$ cat config.mk
export PLATFORM = sky130hd
export DESIGN_NAME = height_gradient_color_mapper
export DESIGN_NICKNAME = d
export VERILOG_FILES = /design/src/design/hgcm_pkg.sv /design/src/design/hgcm_range.sv /design/src/design/hgcm_datapath.sv /design/src/design/hgcm_seq.sv /design/src/design/height_gradient_color_mapper.sv
export SDC_FILE = /design/constraint.sdc
export NUM_CORES = 1
export LEC_CHECK = 0
export BUFFER_PORTS_ARGS = -buffer_cell sky130_fd_sc_hd__buf_2
export CAP_MARGIN = 0
export CELL_PAD_IN_SITES_DETAIL_PLACEMENT = 0
export CELL_PAD_IN_SITES_GLOBAL_PLACEMENT = 1
export CORE_MARGIN = 2
export CORE_UTILIZATION = 54
export DETAILED_ROUTE_END_ITERATION = 12
export PLACE_DENSITY_LB_ADDON = 0.15
export SKIP_CTS_REPAIR_TIMING = 1
export SLEW_MARGIN = 10
export SYNTH_ARGS = -nofsm -noshare
export SYNTH_HDL_FRONTEND = slang
export SYNTH_SLANG_ARGS = --single-unit
$ cat constraint.sdc
create_clock -name clk -period 18.9 [get_ports clk]
set_input_delay 0.945 -clock clk [delete_from_list [all_inputs] [get_ports clk]]
set_output_delay 0.945 -clock clk [all_outputs]
set_load 0.05 [all_outputs]
$ cat src/design/hgcm_pkg.sv
// Shared types, constants and codes for the height gradient colour mapper.
// Used by every module of the block; depends on nothing else.
package hgcm_pkg;

    // Field widths
    localparam int HEIGHT_BITS = 16;
    localparam int CHAN_BITS   = 8;
    localparam int COLOR_BITS  = 3 * CHAN_BITS;

    // Stream packing: height, has_color and own_color in tdata, kind and first in tuser
    localparam int IN_FIELD_BITS = HEIGHT_BITS + 1 + COLOR_BITS;
    localparam int IN_DATA_BITS  = ((IN_FIELD_BITS + 7) / 8) * 8;
    localparam int IN_USER_BITS  = 2;
    localparam int OUT_DATA_BITS = ((COLOR_BITS + 7) / 8) * 8;

    // Arithmetic widths of the shared unit
    localparam int MUL_A_BITS = CHAN_BITS + 1;
    localparam int MUL_B_BITS = HEIGHT_BITS + 1;
    localparam int PROD_BITS  = MUL_A_BITS + MUL_B_BITS;
    localparam int NUM_BITS   = PROD_BITS + 1;
    localparam int STEP_BITS  = $clog2(CHAN_BITS);

    // Configuration registers
    localparam int CFG_INDEX_BITS = 1;
    localparam logic [CFG_INDEX_BITS-1:0] CFG_LOW_COLOR  = 1'b0;
    localparam logic [CFG_INDEX_BITS-1:0] CFG_HIGH_COLOR = 1'b1;
    localparam logic [COLOR_BITS-1:0] LOW_COLOR_RESET  = '0;
    localparam logic [COLOR_BITS-1:0] HIGH_COLOR_RESET = '1;

    // Item kinds
    localparam logic KIND_SCAN  = 1'b0;
    localparam logic KIND_COLOR = 1'b1;

    typedef enum logic [2:0] {
        S_IDLE,
        S_MUL_LO,
        S_MUL_SPAN,
        S_ACC,
        S_DIV,
        S_DONE
    } seq_state_t;

    typedef enum logic [2:0] {
        OP_IDLE,
        OP_LOAD,
        OP_OWN,
        OP_MUL_LO,
        OP_MUL_SPAN,
        OP_ACC,
        OP_DIV
    } dp_op_t;

    typedef enum logic [1:0] {
        CH_BLUE  = 2'd0,
        CH_GREEN = 2'd1,
        CH_RED   = 2'd2
    } chan_t;

    typedef struct packed {
        dp_op_t                op;
        chan_t                 chan;
        logic [STEP_BITS-1:0]  step;
    } dp_ctrl_t;

endpackage

$ cat src/design/hgcm_range.sv
// Height range tracker: keeps the least and greatest height of the scan pass.
// Depends on hgcm_pkg.
module hgcm_range
(
    input  logic                                   clk,
    input  logic                                   rst_n,
    input  logic                                   update,
    input  logic                                   first,
    input  logic signed [hgcm_pkg::HEIGHT_BITS-1:0] height,
    output logic signed [hgcm_pkg::HEIGHT_BITS-1:0] min_height,
    output logic signed [hgcm_pkg::HEIGHT_BITS-1:0] max_height,
    output logic        [hgcm_pkg::HEIGHT_BITS-1:0] span
);

    logic signed [hgcm_pkg::HEIGHT_BITS-1:0] min_reg;
    logic signed [hgcm_pkg::HEIGHT_BITS-1:0] min_next;
    logic signed [hgcm_pkg::HEIGHT_BITS-1:0] max_reg;
    logic signed [hgcm_pkg::HEIGHT_BITS-1:0] max_next;
    logic signed [hgcm_pkg::HEIGHT_BITS:0]   diff;

    always_comb
    begin
        min_next = min_reg;
        max_next = max_reg;
        if (update)
        begin
            if (first)
            begin
                min_next = height;
                max_next = height;
            end
            else
            begin
                if (height > max_reg)
                begin
                    max_next = height;
                end
                if (height < min_reg)
                begin
                    min_next = height;
                end
            end
        end
    end

    always_ff @(posedge clk or negedge rst_n)
    begin
        if (!rst_n)
        begin
            min_reg <= '0;
            max_reg <= '0;
        end
        else
        begin
            min_reg <= min_next;
            max_reg <= max_next;
        end
    end

    // The greatest height never falls below the least, so the span fits unsigned.
    assign diff       = {max_reg[hgcm_pkg::HEIGHT_BITS-1], max_reg}
                      - {min_reg[hgcm_pkg::HEIGHT_BITS-1], min_reg};
    assign span       = diff[hgcm_pkg::HEIGHT_BITS-1:0];
    assign min_height = min_reg;
    assign max_height = max_reg;

endmodule

$ cat src/design/hgcm_datapath.sv
// Shared arithmetic unit: one multiplier and one add/subtract stage, reused for
// every channel's products, the clamp test and the restoring division steps.
// Depends on hgcm_pkg.
module hgcm_datapath
(
    input  logic                                    clk,
    input  hgcm_pkg::dp_ctrl_t                      ctrl,
    input  logic signed [hgcm_pkg::HEIGHT_BITS-1:0] height,
    input  logic        [hgcm_pkg::COLOR_BITS-1:0]  own_color,
    input  logic signed [hgcm_pkg::HEIGHT_BITS-1:0] min_height,
    input  logic        [hgcm_pkg::HEIGHT_BITS-1:0] span,
    input  logic        [hgcm_pkg::COLOR_BITS-1:0]  low_color,
    input  logic        [hgcm_pkg::COLOR_BITS-1:0]  high_color,
    output logic                                    div_needed,
    output logic        [hgcm_pkg::COLOR_BITS-1:0]  pixel
);

    localparam int HB = hgcm_pkg::HEIGHT_BITS;
    localparam int CB = hgcm_pkg::CHAN_BITS;
    localparam int NB = hgcm_pkg::NUM_BITS;

    logic signed [HB:0]                    t_reg;
    logic        [HB-1:0]                  d_reg;
    logic signed [NB-1:0]                  acc_reg;
    logic signed [NB-1:0]                  prod_reg;
    logic        [CB-1:0]                  quo_reg;
    logic        [hgcm_pkg::COLOR_BITS-1:0] res_reg;

    logic        [CB-1:0]                       cl;
    logic        [CB-1:0]                       ch;
    logic signed [hgcm_pkg::MUL_A_BITS-1:0]     mul_a;
    logic signed [hgcm_pkg::MUL_B_BITS-1:0]     mul_b;
    logic signed [hgcm_pkg::PROD_BITS-1:0]      prod;
    logic signed [NB-1:0]                       prod_ext;
    logic signed [NB-1:0]                       dsh;
    logic signed [NB-1:0]                       add_b;
    logic signed [NB-1:0]                       sum;
    logic        [NB-1:0]                       sat_lim;
    logic                                       flat;
    logic                                       neg;
    logic                                       sat;
    logic        [CB-1:0]                       acc_byte;
    logic        [CB-1:0]                       div_byte;

    // Channel select
    always_comb
    begin
        case (ctrl.chan)
            hgcm_pkg::CH_RED:
            begin
                cl = low_color[3*CB-1:2*CB];
                ch = high_color[3*CB-1:2*CB];
            end
            hgcm_pkg::CH_GREEN:
            begin
                cl = low_color[2*CB-1:CB];
                ch = high_color[2*CB-1:CB];
            end
            default:
            begin
                cl = low_color[CB-1:0];
                ch = high_color[CB-1:0];
            end
        endcase
    end

    // Shared multiplier: c_lo * d, then (c_hi - c_lo) * t.
    always_comb
    begin
        if (ctrl.op == hgcm_pkg::OP_MUL_SPAN)
        begin
            mul_a = $signed({1'b0, ch}) - $signed({1'b0, cl});
            mul_b = t_reg;
        end
        else
        begin
            mul_a = $signed({1'b0, cl});
            mul_b = $signed({1'b0, d_reg});
        end
    end

    assign prod     = mul_a * mul_b;
    assign prod_ext = {{(NB - hgcm_pkg::PROD_BITS){prod[hgcm_pkg::PROD_BITS-1]}}, prod};

    // Shared adder: accumulation of the numerator, or trial subtraction of d << step.
    assign dsh     = $signed({{(NB - HB){1'b0}}, d_reg} << ctrl.step);
    assign add_b   = (ctrl.op == hgcm_pkg::OP_DIV) ? -dsh : prod_reg;
    assign sum     = acc_reg + add_b;
    assign sat_lim = {{(NB - HB){1'b0}}, d_reg} << CB;

    assign flat = (d_reg == '0);
    assign neg  = sum[NB-1];
    assign sat  = !neg && ($unsigned(sum) >= sat_lim);

    always_comb
    begin
        if (flat)
        begin
            acc_byte = cl;
        end
        else if (neg)
        begin
            acc_byte = '0;
        end
        else
        begin
            acc_byte = '1;
        end
    end

    assign div_needed = (ctrl.op == hgcm_pkg::OP_ACC) && !flat && !neg && !sat;
    assign div_byte   = {quo_reg[CB-2:0], !neg};

    always_ff @(posedge clk)
    begin
        case (ctrl.op)
            hgcm_pkg::OP_LOAD:
            begin
                t_reg <= $signed({height[HB-1], height}) - $signed({min_height[HB-1], min_height});
                d_reg <= span;
            end
            hgcm_pkg::OP_OWN:
            begin
                res_reg <= own_color;
            end
            hgcm_pkg::OP_MUL_LO:
            begin
                acc_reg <= prod_ext;
            end
            hgcm_pkg::OP_MUL_SPAN:
            begin
                prod_reg <= prod_ext;
            end
            hgcm_pkg::OP_ACC:
            begin
                acc_reg <= sum;
                if (!div_needed)
                begin
                    case (ctrl.chan)
                        hgcm_pkg::CH_RED:   res_reg[3*CB-1:2*CB] <= acc_byte;
                        hgcm_pkg::CH_GREEN: res_reg[2*CB-1:CB]   <= acc_byte;
                        default:            res_reg[CB-1:0]      <= acc_byte;
                    endcase
                end
            end
            hgcm_pkg::OP_DIV:
            begin
                if (!neg)
                begin
                    acc_reg <= sum;
                end
                quo_reg <= div_byte;
                if (ctrl.step == '0)
                begin
                    case (ctrl.chan)
                        hgcm_pkg::CH_RED:   res_reg[3*CB-1:2*CB] <= div_byte;
                        hgcm_pkg::CH_GREEN: res_reg[2*CB-1:CB]   <= div_byte;
                        default:            res_reg[CB-1:0]      <= div_byte;
                    endcase
                end
            end
            default:
            begin
                res_reg <= res_reg;
            end
        endcase
    end

    assign pixel = res_reg;

endmodule

$ cat src/design/hgcm_seq.sv
// Sequencer for the shared arithmetic unit: walks the three channels through
// multiply, accumulate and division steps. Depends on hgcm_pkg.
module hgcm_seq
(
    input  logic               clk,
    input  logic               rst_n,
    input  logic               in_fire,
    input  logic               kind,
    input  logic               has_color,
    input  logic               div_needed,
    input  logic               out_free,
    output hgcm_pkg::dp_ctrl_t ctrl,
    output logic               ready,
    output logic               load_out
);

    hgcm_pkg::seq_state_t             state_reg;
    hgcm_pkg::seq_state_t             state_next;
    hgcm_pkg::chan_t                  chan_reg;
    hgcm_pkg::chan_t                  chan_next;
    logic [hgcm_pkg::STEP_BITS-1:0]   step_reg;
    logic [hgcm_pkg::STEP_BITS-1:0]   step_next;
    hgcm_pkg::chan_t                  chan_down;

    always_comb
    begin
        case (chan_reg)
            hgcm_pkg::CH_RED:   chan_down = hgcm_pkg::CH_GREEN;
            default:            chan_down = hgcm_pkg::CH_BLUE;
        endcase
    end

    always_comb
    begin
        state_next = state_reg;
        chan_next  = chan_reg;
        step_next  = step_reg;
        ctrl.op    = hgcm_pkg::OP_IDLE;
        ctrl.chan  = chan_reg;
        ctrl.step  = step_reg;
        load_out   = 1'b0;

        case (state_reg)
            hgcm_pkg::S_IDLE:
            begin
                if (in_fire && (kind == hgcm_pkg::KIND_COLOR))
                begin
                    if (has_color)
                    begin
                        ctrl.op    = hgcm_pkg::OP_OWN;
                        state_next = hgcm_pkg::S_DONE;
                    end
                    else
                    begin
                        ctrl.op    = hgcm_pkg::OP_LOAD;
                        chan_next  = hgcm_pkg::CH_RED;
                        state_next = hgcm_pkg::S_MUL_LO;
                    end
                end
            end
            hgcm_pkg::S_MUL_LO:
            begin
                ctrl.op    = hgcm_pkg::OP_MUL_LO;
                state_next = hgcm_pkg::S_MUL_SPAN;
            end
            hgcm_pkg::S_MUL_SPAN:
            begin
                ctrl.op    = hgcm_pkg::OP_MUL_SPAN;
                state_next = hgcm_pkg::S_ACC;
            end
            hgcm_pkg::S_ACC:
            begin
                ctrl.op = hgcm_pkg::OP_ACC;
                if (div_needed)
                begin
                    step_next  = hgcm_pkg::STEP_BITS'(hgcm_pkg::CHAN_BITS - 1);
                    state_next = hgcm_pkg::S_DIV;
                end
                else if (chan_reg == hgcm_pkg::CH_BLUE)
                begin
                    state_next = hgcm_pkg::S_DONE;
                end
                else
                begin
                    chan_next  = chan_down;
                    state_next = hgcm_pkg::S_MUL_LO;
                end
            end
            hgcm_pkg::S_DIV:
            begin
                ctrl.op = hgcm_pkg::OP_DIV;
                if (step_reg != '0)
                begin
                    step_next = step_reg - 1'b1;
                end
                else if (chan_reg == hgcm_pkg::CH_BLUE)
                begin
                    state_next = hgcm_pkg::S_DONE;
                end
                else
                begin
                    chan_next  = chan_down;
                    state_next = hgcm_pkg::S_MUL_LO;
                end
            end
            hgcm_pkg::S_DONE:
            begin
                if (out_free)
                begin
                    load_out   = 1'b1;
                    state_next = hgcm_pkg::S_IDLE;
                end
            end
            default:
            begin
                state_next = hgcm_pkg::S_IDLE;
            end
        endcase
    end

    always_ff @(posedge clk or negedge rst_n)
    begin
        if (!rst_n)
        begin
            state_reg <= hgcm_pkg::S_IDLE;
            chan_reg  <= hgcm_pkg::CH_RED;
            step_reg  <= '0;
        end
        else
        begin
            state_reg <= state_next;
            chan_reg  <= chan_next;
            step_reg  <= step_next;
        end
    end

    assign ready = (state_reg == hgcm_pkg::S_IDLE);

endmodule

$ cat src/design/height_gradient_color_mapper.sv
// Top level of the height gradient colour mapper.
// Depends on hgcm_pkg, hgcm_range, hgcm_datapath and hgcm_seq.
//
// Input items arrive on the s_ stream. tuser bit 0 is the kind (0 = scan the height
// into the running range, 1 = colour the point) and tuser bit 1 marks the first point
// of a scan pass, which restarts the range at its height. Colour items give one 24-bit
// RGB item on the m_ stream; scan items give none. low_color (index 0) and high_color
// (index 1) are written through the cfg channel, which is always ready; write them
// only while the block is idle.
//
// A scan item only updates the range. A colour item with its own colour is copied into
// the datapath, then moved into the result register. An interpolated item goes through
// one shared multiplier and one shared adder: per channel a multiply of the low colour
// by the span, a multiply of the colour difference by the offset, an accumulate-and-
// clamp step and, unless the value clamps or the range is flat, a restoring division
// with one step per channel bit. The result then moves into the result register, and the
// next item is taken only after that; s_tready is low throughout that work.
//
// rst_n clears the range to zero, the colours to black and white, and empties the result
// register. A finished result waits in the result register while m_tready is low; the
// next item is still taken, and its own result is held back inside until the register
// has been emptied.
module height_gradient_color_mapper
(
    input  logic                                      clk,
    input  logic                                      rst_n,
    // Input stream
    input  logic                                      s_tvalid,
    output logic                                      s_tready,
    // tdata from bit 0: height[15:0], has_color, own_color[23:0], zero padding
    input  logic [hgcm_pkg::IN_DATA_BITS-1:0]         s_tdata,
    // tuser from bit 0: kind, first
    input  logic [hgcm_pkg::IN_USER_BITS-1:0]         s_tuser,
    // Output stream
    output logic                                      m_tvalid,
    input  logic                                      m_tready,
    // tdata from bit 0: pixel_color[23:0]
    output logic [hgcm_pkg::OUT_DATA_BITS-1:0]        m_tdata,
    // Configuration write channel
    input  logic                                      cfg_valid,
    output logic                                      cfg_ready,
    input  logic [hgcm_pkg::CFG_INDEX_BITS-1:0]       cfg_index,
    input  logic [hgcm_pkg::COLOR_BITS-1:0]           cfg_data
);

    localparam int HB = hgcm_pkg::HEIGHT_BITS;
    localparam int CB = hgcm_pkg::COLOR_BITS;

    // Unpacked input fields
    logic                  in_kind;
    logic                  in_first;
    logic signed [HB-1:0]  in_height;
    logic                  in_has_color;
    logic [CB-1:0]         in_own_color;
    logic                  in_fire;

    assign in_kind      = s_tuser[0];
    assign in_first     = s_tuser[1];
    assign in_height    = $signed(s_tdata[HB-1:0]);
    assign in_has_color = s_tdata[HB];
    assign in_own_color = s_tdata[HB+CB:HB+1];
    assign in_fire      = s_tvalid && s_tready;

    // Configuration registers
    logic [CB-1:0] low_color_reg;
    logic [CB-1:0] high_color_reg;

    assign cfg_ready = 1'b1;

    always_ff @(posedge clk or negedge rst_n)
    begin
        if (!rst_n)
        begin
            low_color_reg  <= hgcm_pkg::LOW_COLOR_RESET;
            high_color_reg <= hgcm_pkg::HIGH_COLOR_RESET;
        end
        else if (cfg_valid && cfg_ready)
        begin
            case (cfg_index)
                hgcm_pkg::CFG_LOW_COLOR:  low_color_reg  <= cfg_data;
                hgcm_pkg::CFG_HIGH_COLOR: high_color_reg <= cfg_data;
                default:                  low_color_reg  <= low_color_reg;
            endcase
        end
    end

    // Height range of the scan pass
    logic signed [HB-1:0] min_height;
    logic signed [HB-1:0] max_height;
    logic        [HB-1:0] span;

    hgcm_range u_range
    (
        .clk        (clk),
        .rst_n      (rst_n),
        .update     (in_fire && (in_kind == hgcm_pkg::KIND_SCAN)),
        .first      (in_first),
        .height     (in_height),
        .min_height (min_height),
        .max_height (max_height),
        .span       (span)
    );

    // Sequencer and shared arithmetic unit
    hgcm_pkg::dp_ctrl_t ctrl;
    logic               div_needed;
    logic               load_out;
    logic               out_free;
    logic [CB-1:0]      pixel;

    hgcm_seq u_seq
    (
        .clk        (clk),
        .rst_n      (rst_n),
        .in_fire    (in_fire),
        .kind       (in_kind),
        .has_color  (in_has_color),
        .div_needed (div_needed),
        .out_free   (out_free),
        .ctrl       (ctrl),
        .ready      (s_tready),
        .load_out   (load_out)
    );

    hgcm_datapath u_datapath
    (
        .clk        (clk),
        .ctrl       (ctrl),
        .height     (in_height),
        .own_color  (in_own_color),
        .min_height (min_height),
        .span       (span),
        .low_color  (low_color_reg),
        .high_color (high_color_reg),
        .div_needed (div_needed),
        .pixel      (pixel)
    );

    // Result register, which separates the work from a stalling receiver.
    logic          out_valid_reg;
    logic          out_valid_next;
    logic [CB-1:0] out_data_reg;

    assign out_free = !out_valid_reg || m_tready;

    always_comb
    begin
        out_valid_next = out_valid_reg;
        if (load_out)
        begin
            out_valid_next = 1'b1;
        end
        else if (m_tready)
        begin
            out_valid_next = 1'b0;
        end
    end

    always_ff @(posedge clk or negedge rst_n)
    begin
        if (!rst_n)
        begin
            out_valid_reg <= 1'b0;
        end
        else
        begin
            out_valid_reg <= out_valid_next;
        end
    end

    always_ff @(posedge clk)
    begin
        if (load_out)
        begin
            out_data_reg <= pixel;
        end
    end

    assign m_tvalid = out_valid_reg;
    assign m_tdata  = {{(hgcm_pkg::OUT_DATA_BITS - CB){1'b0}}, out_data_reg};

    // The range never inverts.
    a_range_ordered: assert property (@(posedge clk) disable iff (!rst_n)
        min_height <= max_height)
        else $error("height range inverted");

    // A colour item keeps the block busy in the following cycle.
    a_colour_busy: assert property (@(posedge clk) disable iff (!rst_n)
        (in_fire && (in_kind == hgcm_pkg::KIND_COLOR)) |=> !s_tready)
        else $error("input taken while a colour item is in work");

    // A result is moved into the result register only when it is free.
    a_no_overwrite: assert property (@(posedge clk) disable iff (!rst_n)
        load_out |-> out_free)
        else $error("pending result overwritten");

    // Division steps only happen while the block is busy.
    a_div_busy: assert property (@(posedge clk) disable iff (!rst_n)
        (ctrl.op == hgcm_pkg::OP_DIV) |-> !s_tready)
        else $error("division step while idle");

endmodule

==> results of run 1 <==
worst register-to-register path, delay by kind of cell (launching register included):
kind / cells / cell delay (ns)
AOI/OAI and AO/OA: 14 / 3.82
xor gates and xnor gates: 2 / 0.44
adders and majority gates: 8 / 3.54
buffers and inverters: 6 / 0.67
DFF: 1 / 0.54
and+or+nand+nor: 5 / 0.63
metal layers:
layer  GRT usage  part of all wire  vias to the layer above
met4      0.0598             0.021                        0
li1            -                 -                     7117
met1       0.351              0.48                     7144
met5           0                 0                        -
met2       0.396              0.45                      321
met3      0.0290             0.050                       59
synth_stat cells, drive strengths merged, types with 20 or more instances:
| master | instances | area share |
|---|---|---|
| mux2 | 74 | 0.043 |
| dfstp | 25 | 0.034 |
| nand3 | 27 | 0.0082 |
| edfxtp | 141 | 0.22 |
| nand2 | 224 | 0.043 |
| buf | 20 | 0.0054 |
| nor2 | 209 | 0.041 |
| xnor2 | 70 | 0.031 |
| a21o | 41 | 0.016 |
| ha | 158 | 0.10 |
| o2111ai | 26 | 0.012 |
| o21ai | 115 | 0.029 |
| a21oi | 113 | 0.029 |
| nand2b | 35 | 0.011 |
| inv | 198 | 0.038 |
| xor2 | 29 | 0.013 |
| dfrtp | 64 | 0.082 |
| clkbuf | 52 | 0.010 |
| nor3 | 22 | 0.0065 |
| fa | 131 | 0.13 |
cell families after synthesis:
group / share of synthesized area
compound gates: 0.133
xor+xnor: 0.0444
fa+ha+maj: 0.236
buf+inv: 0.0539
flops: 0.333
mux: 0.0588
other cells: 0.000192
simple gates: 0.142
worst paths after layout:
kind                                               start                           endpoint  slack, ns  cells after the start
max                        u_seq.chan_reg[1]$_DFFE_PN1P_   u_datapath.acc_reg[26]$_DFFE_PP_       9.07                     35
min                                                rst_n      low_color_reg[17]$_DFFE_PN0P_       0.36                      1
max reg2reg                u_seq.chan_reg[1]$_DFFE_PN1P_   u_datapath.acc_reg[26]$_DFFE_PP_       9.07                     35
min reg2reg                u_datapath.pixel[2]$_DFFE_PP_               m_tdata[2]$_DFFE_PP_       0.42                      0
max in group asynchronous                          rst_n  u_range.max_height[1]$_DFFE_PN0P_      17.51                      2
min in group clk           u_datapath.pixel[2]$_DFFE_PP_               m_tdata[2]$_DFFE_PP_       0.42                      0
final cells by class:
| class | instances | area share |
|---|---|---|
| multi-input cells | 1506 | 0.561 |
| flip-flops and latches | 230 | 0.303 |
| inverters | 200 | 0.0351 |
| clock buffers | 35 | 0.0334 |
| repair buffers | 124 | 0.0321 |
| well taps | 461 | 0.0269 |
| clock inverters | 13 | 0.00783 |
metrics by stage:
stage | hold WS [ns] | util | setup WS [ns] | instances | cell area, µm²
finish | 0.365 | 0.602 | 9.07 | 2569 | 21400
global route | 0.396 | 0.602 | 8.40 | 2569 | 21400
CTS | 0.373 | 0.602 | 9.17 | 2569 | 21400
detailed placement | 0.405 | 0.577 | 9.19 | 2521 | 20500
global placement | 0.400 | 0.577 | 9.31 | 2521 | 20500
floorplan | 0.400 | - | 10.28 | 2008 | 19500
==> reports/qor.txt, run 1 <==
Number of buffers added on ports - 98
Min-delay worst type - input pin to asynchronous set/reset pin
Most common cell after layout, fill and taps aside - nand2_1
IO Pins - 107
Die W - 194 µm
Syn nets - 2377
Max clock buf depth - 3
# rows - 69
Least-Margin Pin Slew - 1.13 ns
Total number of vias - 14600
Total GRT Usage - 0.244
Slowest stage delay, CP - 0.76 ns
Synth-to-layout area growth - 9.66%
CP top delay family - compound AO/OA/AOI/OAI gates
CP Capture Type - flip-flop
Layout cell share with drive strength beyond 1 - 0.139
Initial antenna violation count - 0
Detailed router's first-iteration violation count - 771
Hold Fails Final Rpt - 0
Routed WL - 45200 µm
RSZ-0062 raised after global routing - no
Critical path arrival - 10.22 ns
# DRC - 0
H-tree depth - 1
WL/cell - 17.6 µm
Final period utilization - 0.520
Worst path buffer plus inverter count - 6
Clock-pin slew on the worst setup and hold paths - 0.06 ns
Worst slew margin - 0.245
Critical path startpoint category - flip-flop
Max-cap viol count - 0
Die area - 37700 µm²
Fin. max-slew vios - 0
Largest net degree at the start of global routing - 75
GRT overflow - 0
Number of flops mapped to enable cells by yosys - 141
Slowest cell on the critical path - o21ai_1
DR pass1 iterations - 7
Clock Skews - 0.0106 ns
Crit Path Category - flip-flop to flip-flop
Vias in the first global route - 14700
Post-synthesis sequential area ratio - 0.333
Core area - 35600 µm²
Most frequent cells in the layout - nand2_1, nor2_1, inv_1
Initial core utilization - 0.549
Most used cell along the critical path - fa_1
Multi-input gate area - 12000 µm²
Achievable frequency - 102 MHz
ANT cells - 0
Most used flip-flop cell after synthesis - edfxtp_1
Crit path max fanout - 33
Synth Register Bits - 230
Final setup fails - 0
Die extent in y - 194 µm
Run status - complete, no violations
CTS tree - done
Clk Latency, worst-skew pair - 0.56 ns
Final nets - 2457
RePlAce Congestion - 0.911
HPWL after DPL - 36100 µm
Antenna viol nets, final - 0
Filler cells - 3097
Synth warn - 0
FF/Latch Area - 6490 µm²
First-pass GRT wire length - 74600 µm
Cells after Synth - 2008
Vias/cell - 5.70
Clock sink total - 230
Cell Area, Synth - 19500 µm²
Async set-reset flop share out of synthesis - 0.387
TNS Setup - 0 ns
Cell variety after synth - 80
Clock root buffer - clkbuf_16
Worst Path Required - 19.28 ns
Post-Syn Area per Cell - 9.72 µm²
Max reg flops - 27
Crit path time final - 9.83 ns
Num CTS Buffers - 26
Power of run 1 is not shown: default switching activity piles up to over one toggle a cycle in this logic, so the estimate is an artifact.
==> run 2: changes to the inputs <==
Settings changed: CORE_UTILIZATION 54 to 45.
Clock period 18.9 ns to 8.4 ns, I/O delays scaled along.
==> reports/qor.txt, run 2 (synthesized netlist as in run 1, its figures left out) <==
Run status - complete, no violations
Clock sink total - 230 (unchanged)
Die W - 212 µm (+9.3%)
Num CTS Buffers - 27 (+3.8%)
Critical path arrival - 8.30 ns (-1.92 ns)
Achievable frequency - 126 MHz (+23%)
Crit Path Category - flip-flop to flip-flop
Fin Hold WS - 0.0841 ns (-0.281 ns)
Fin. max-slew vios - 0 (unchanged)
Initial core utilization - 0.454 (-0.0947)
Max clock buf depth - 3 (unchanged)
Crit path max fanout - 15 (-55%)
Number of buffers added on ports - 98 (unchanged)
Filler cells - 4031 (+30%)
Vias in the first global route - 14700 (+0.014%)
# rows - 76 (+10%)
IO Pins - 107 (unchanged)
Final nets - 2524 (+2.7%)
Min-delay worst type - input pin to flip-flop
Layout cell share with drive strength beyond 1 - 0.180 (+0.0416)
Max reg flops - 27 (unchanged)
Synth-to-layout area growth - 13.6%
Slowest stage delay, CP - 0.57 ns (-0.19 ns)
# DRC - 0 (unchanged)
H-tree depth - 1 (unchanged)
Hold Fails Final Rpt - 0 (unchanged)
Total number of vias - 14800 (+1.2%)
Worst Slack Setup Final - 0.432 ns (-8.63 ns)
ANT cells - 0 (unchanged)
Crit path time final - 7.97 ns (-1.87 ns)
Die area - 45100 µm² (+20%)
HPWL after DPL - 41500 µm (+15%)
Total GRT Usage - 0.231 (-0.0128)
Detailed router's first-iteration violation count - 899 (+17%)
Worst Path Required - 8.73 ns (-10.55 ns)
RePlAce Congestion - 0.908 (-0.34%)
Clock root buffer - clkbuf_16
Max-cap viol count - 0 (unchanged)
Least-Margin Pin Slew - 1.08 ns (-0.0534 ns)
Antenna viol nets, final - 0 (unchanged)
Final period utilization - 0.949 (+0.428)
Critical path startpoint category - flip-flop
CP Capture Type - flip-flop
WL/cell - 18.5 µm (+5.2%)
Slowest cell on the critical path - dfstp_2
Clock Skews - 0.0227 ns (+0.0122 ns)
First-pass GRT wire length - 81300 µm (+9.0%)
Core area - 43000 µm² (+21%)
Vias/cell - 5.36 (-5.9%)
Most common cell after layout, fill and taps aside - nand2_1
Most frequent cells in the layout - nand2_1, nor2_1, inv_1
Die extent in y - 212 µm (+9.3%)
Final setup fails - 0 (unchanged)
Routed WL - 51100 µm (+13%)
CTS tree - done
Initial antenna violation count - 1 (+1)
Worst slew margin - 0.280 (+0.0357)
Clock-pin slew on the worst setup and hold paths - 0.06 ns (about the same)
Clk Latency, worst-skew pair - 0.58 ns (+0.02 ns)
GRT overflow - 0 (unchanged)
Final design utilization - 0.516 (-0.0859)
Dpl ws - -0.0836 ns (-9.27 ns)
Largest net degree at the start of global routing - 49 (-35%)
DR pass1 iterations - 7 (unchanged)
Most used cell along the critical path - buf_4
## run 2: worst max-delay path: cells and delay by family, from the launching register on
kind / cells / cell delay (ns)
simple gates: 5 / 0.51
fa+ha+maj: 9 / 3.49
buf+inv: 9 / 1.02
mux: 1 / 0.26
flops: 1 / 0.57
compound gates: 10 / 1.59
xor+xnor: 2 / 0.26
## run 2: final cells by class
| class | instances | area, µm² | share of cell area |
|---|---|---|---|
| multi-input cells | 1506 | 12200 | 0.549 |
| inverters | 200 | 751 | 0.0339 |
| flip-flops and latches | 230 | 6490 | 0.293 |
| well taps | 585 | 732 | 0.0330 |
| clock inverters | 23 | 153 | 0.00688 |
| clock buffers | 27 | 676 | 0.0305 |
| repair buffers | 190 | 1210 | 0.0544 |
## run 2: final timing paths
kind | startpoint | to | slack [ns] | depth (start not counted)
min in group asynchronous | rst_n | low_color_reg[14]$_DFFE_PN0P_ | 0.38 | 2
max reg2reg | u_seq.chan_reg[1]$_DFFE_PN1P_ | u_datapath.acc_reg[24]$_DFFE_PP_ | 0.43 | 36
max in group asynchronous | rst_n | u_range.max_height[5]$_DFFE_PN0P_ | 6.97 | 3
min | cfg_data[18] | low_color_reg[18]$_DFFE_PN0P_ | 0.08 | 2
min reg2reg | u_datapath.pixel[10]$_DFFE_PP_ | m_tdata[10]$_DFFE_PP_ | 0.41 | 0
max | u_seq.chan_reg[1]$_DFFE_PN1P_ | u_datapath.acc_reg[24]$_DFFE_PP_ | 0.43 | 36
## run 2: per-layer routing
layer  track usage  wire length [µm]  up-vias
met5             0                 0        -
met4        0.0408               648        0
met3        0.0235              1970       35
met2         0.375             23600      246
met1         0.339             24900     7290
li1              -                 -     7241
## run 2: stage by stage
| stage | TNS [ns] | cells | area (µm²) |
|---|---|---|---|
| after global routing | -0.0858 | 2761 | 22200 |
| after CTS | -0.298 | 2755 | 22000 |
| after global placement | 0 | 2705 | 21100 |
| final | 0 | 2761 | 22200 |
| after detailed placement | -0.234 | 2705 | 21100 |
| after floorplan | 0 | 2008 | 19500 |
Power of run 2 is left out for the same reason.
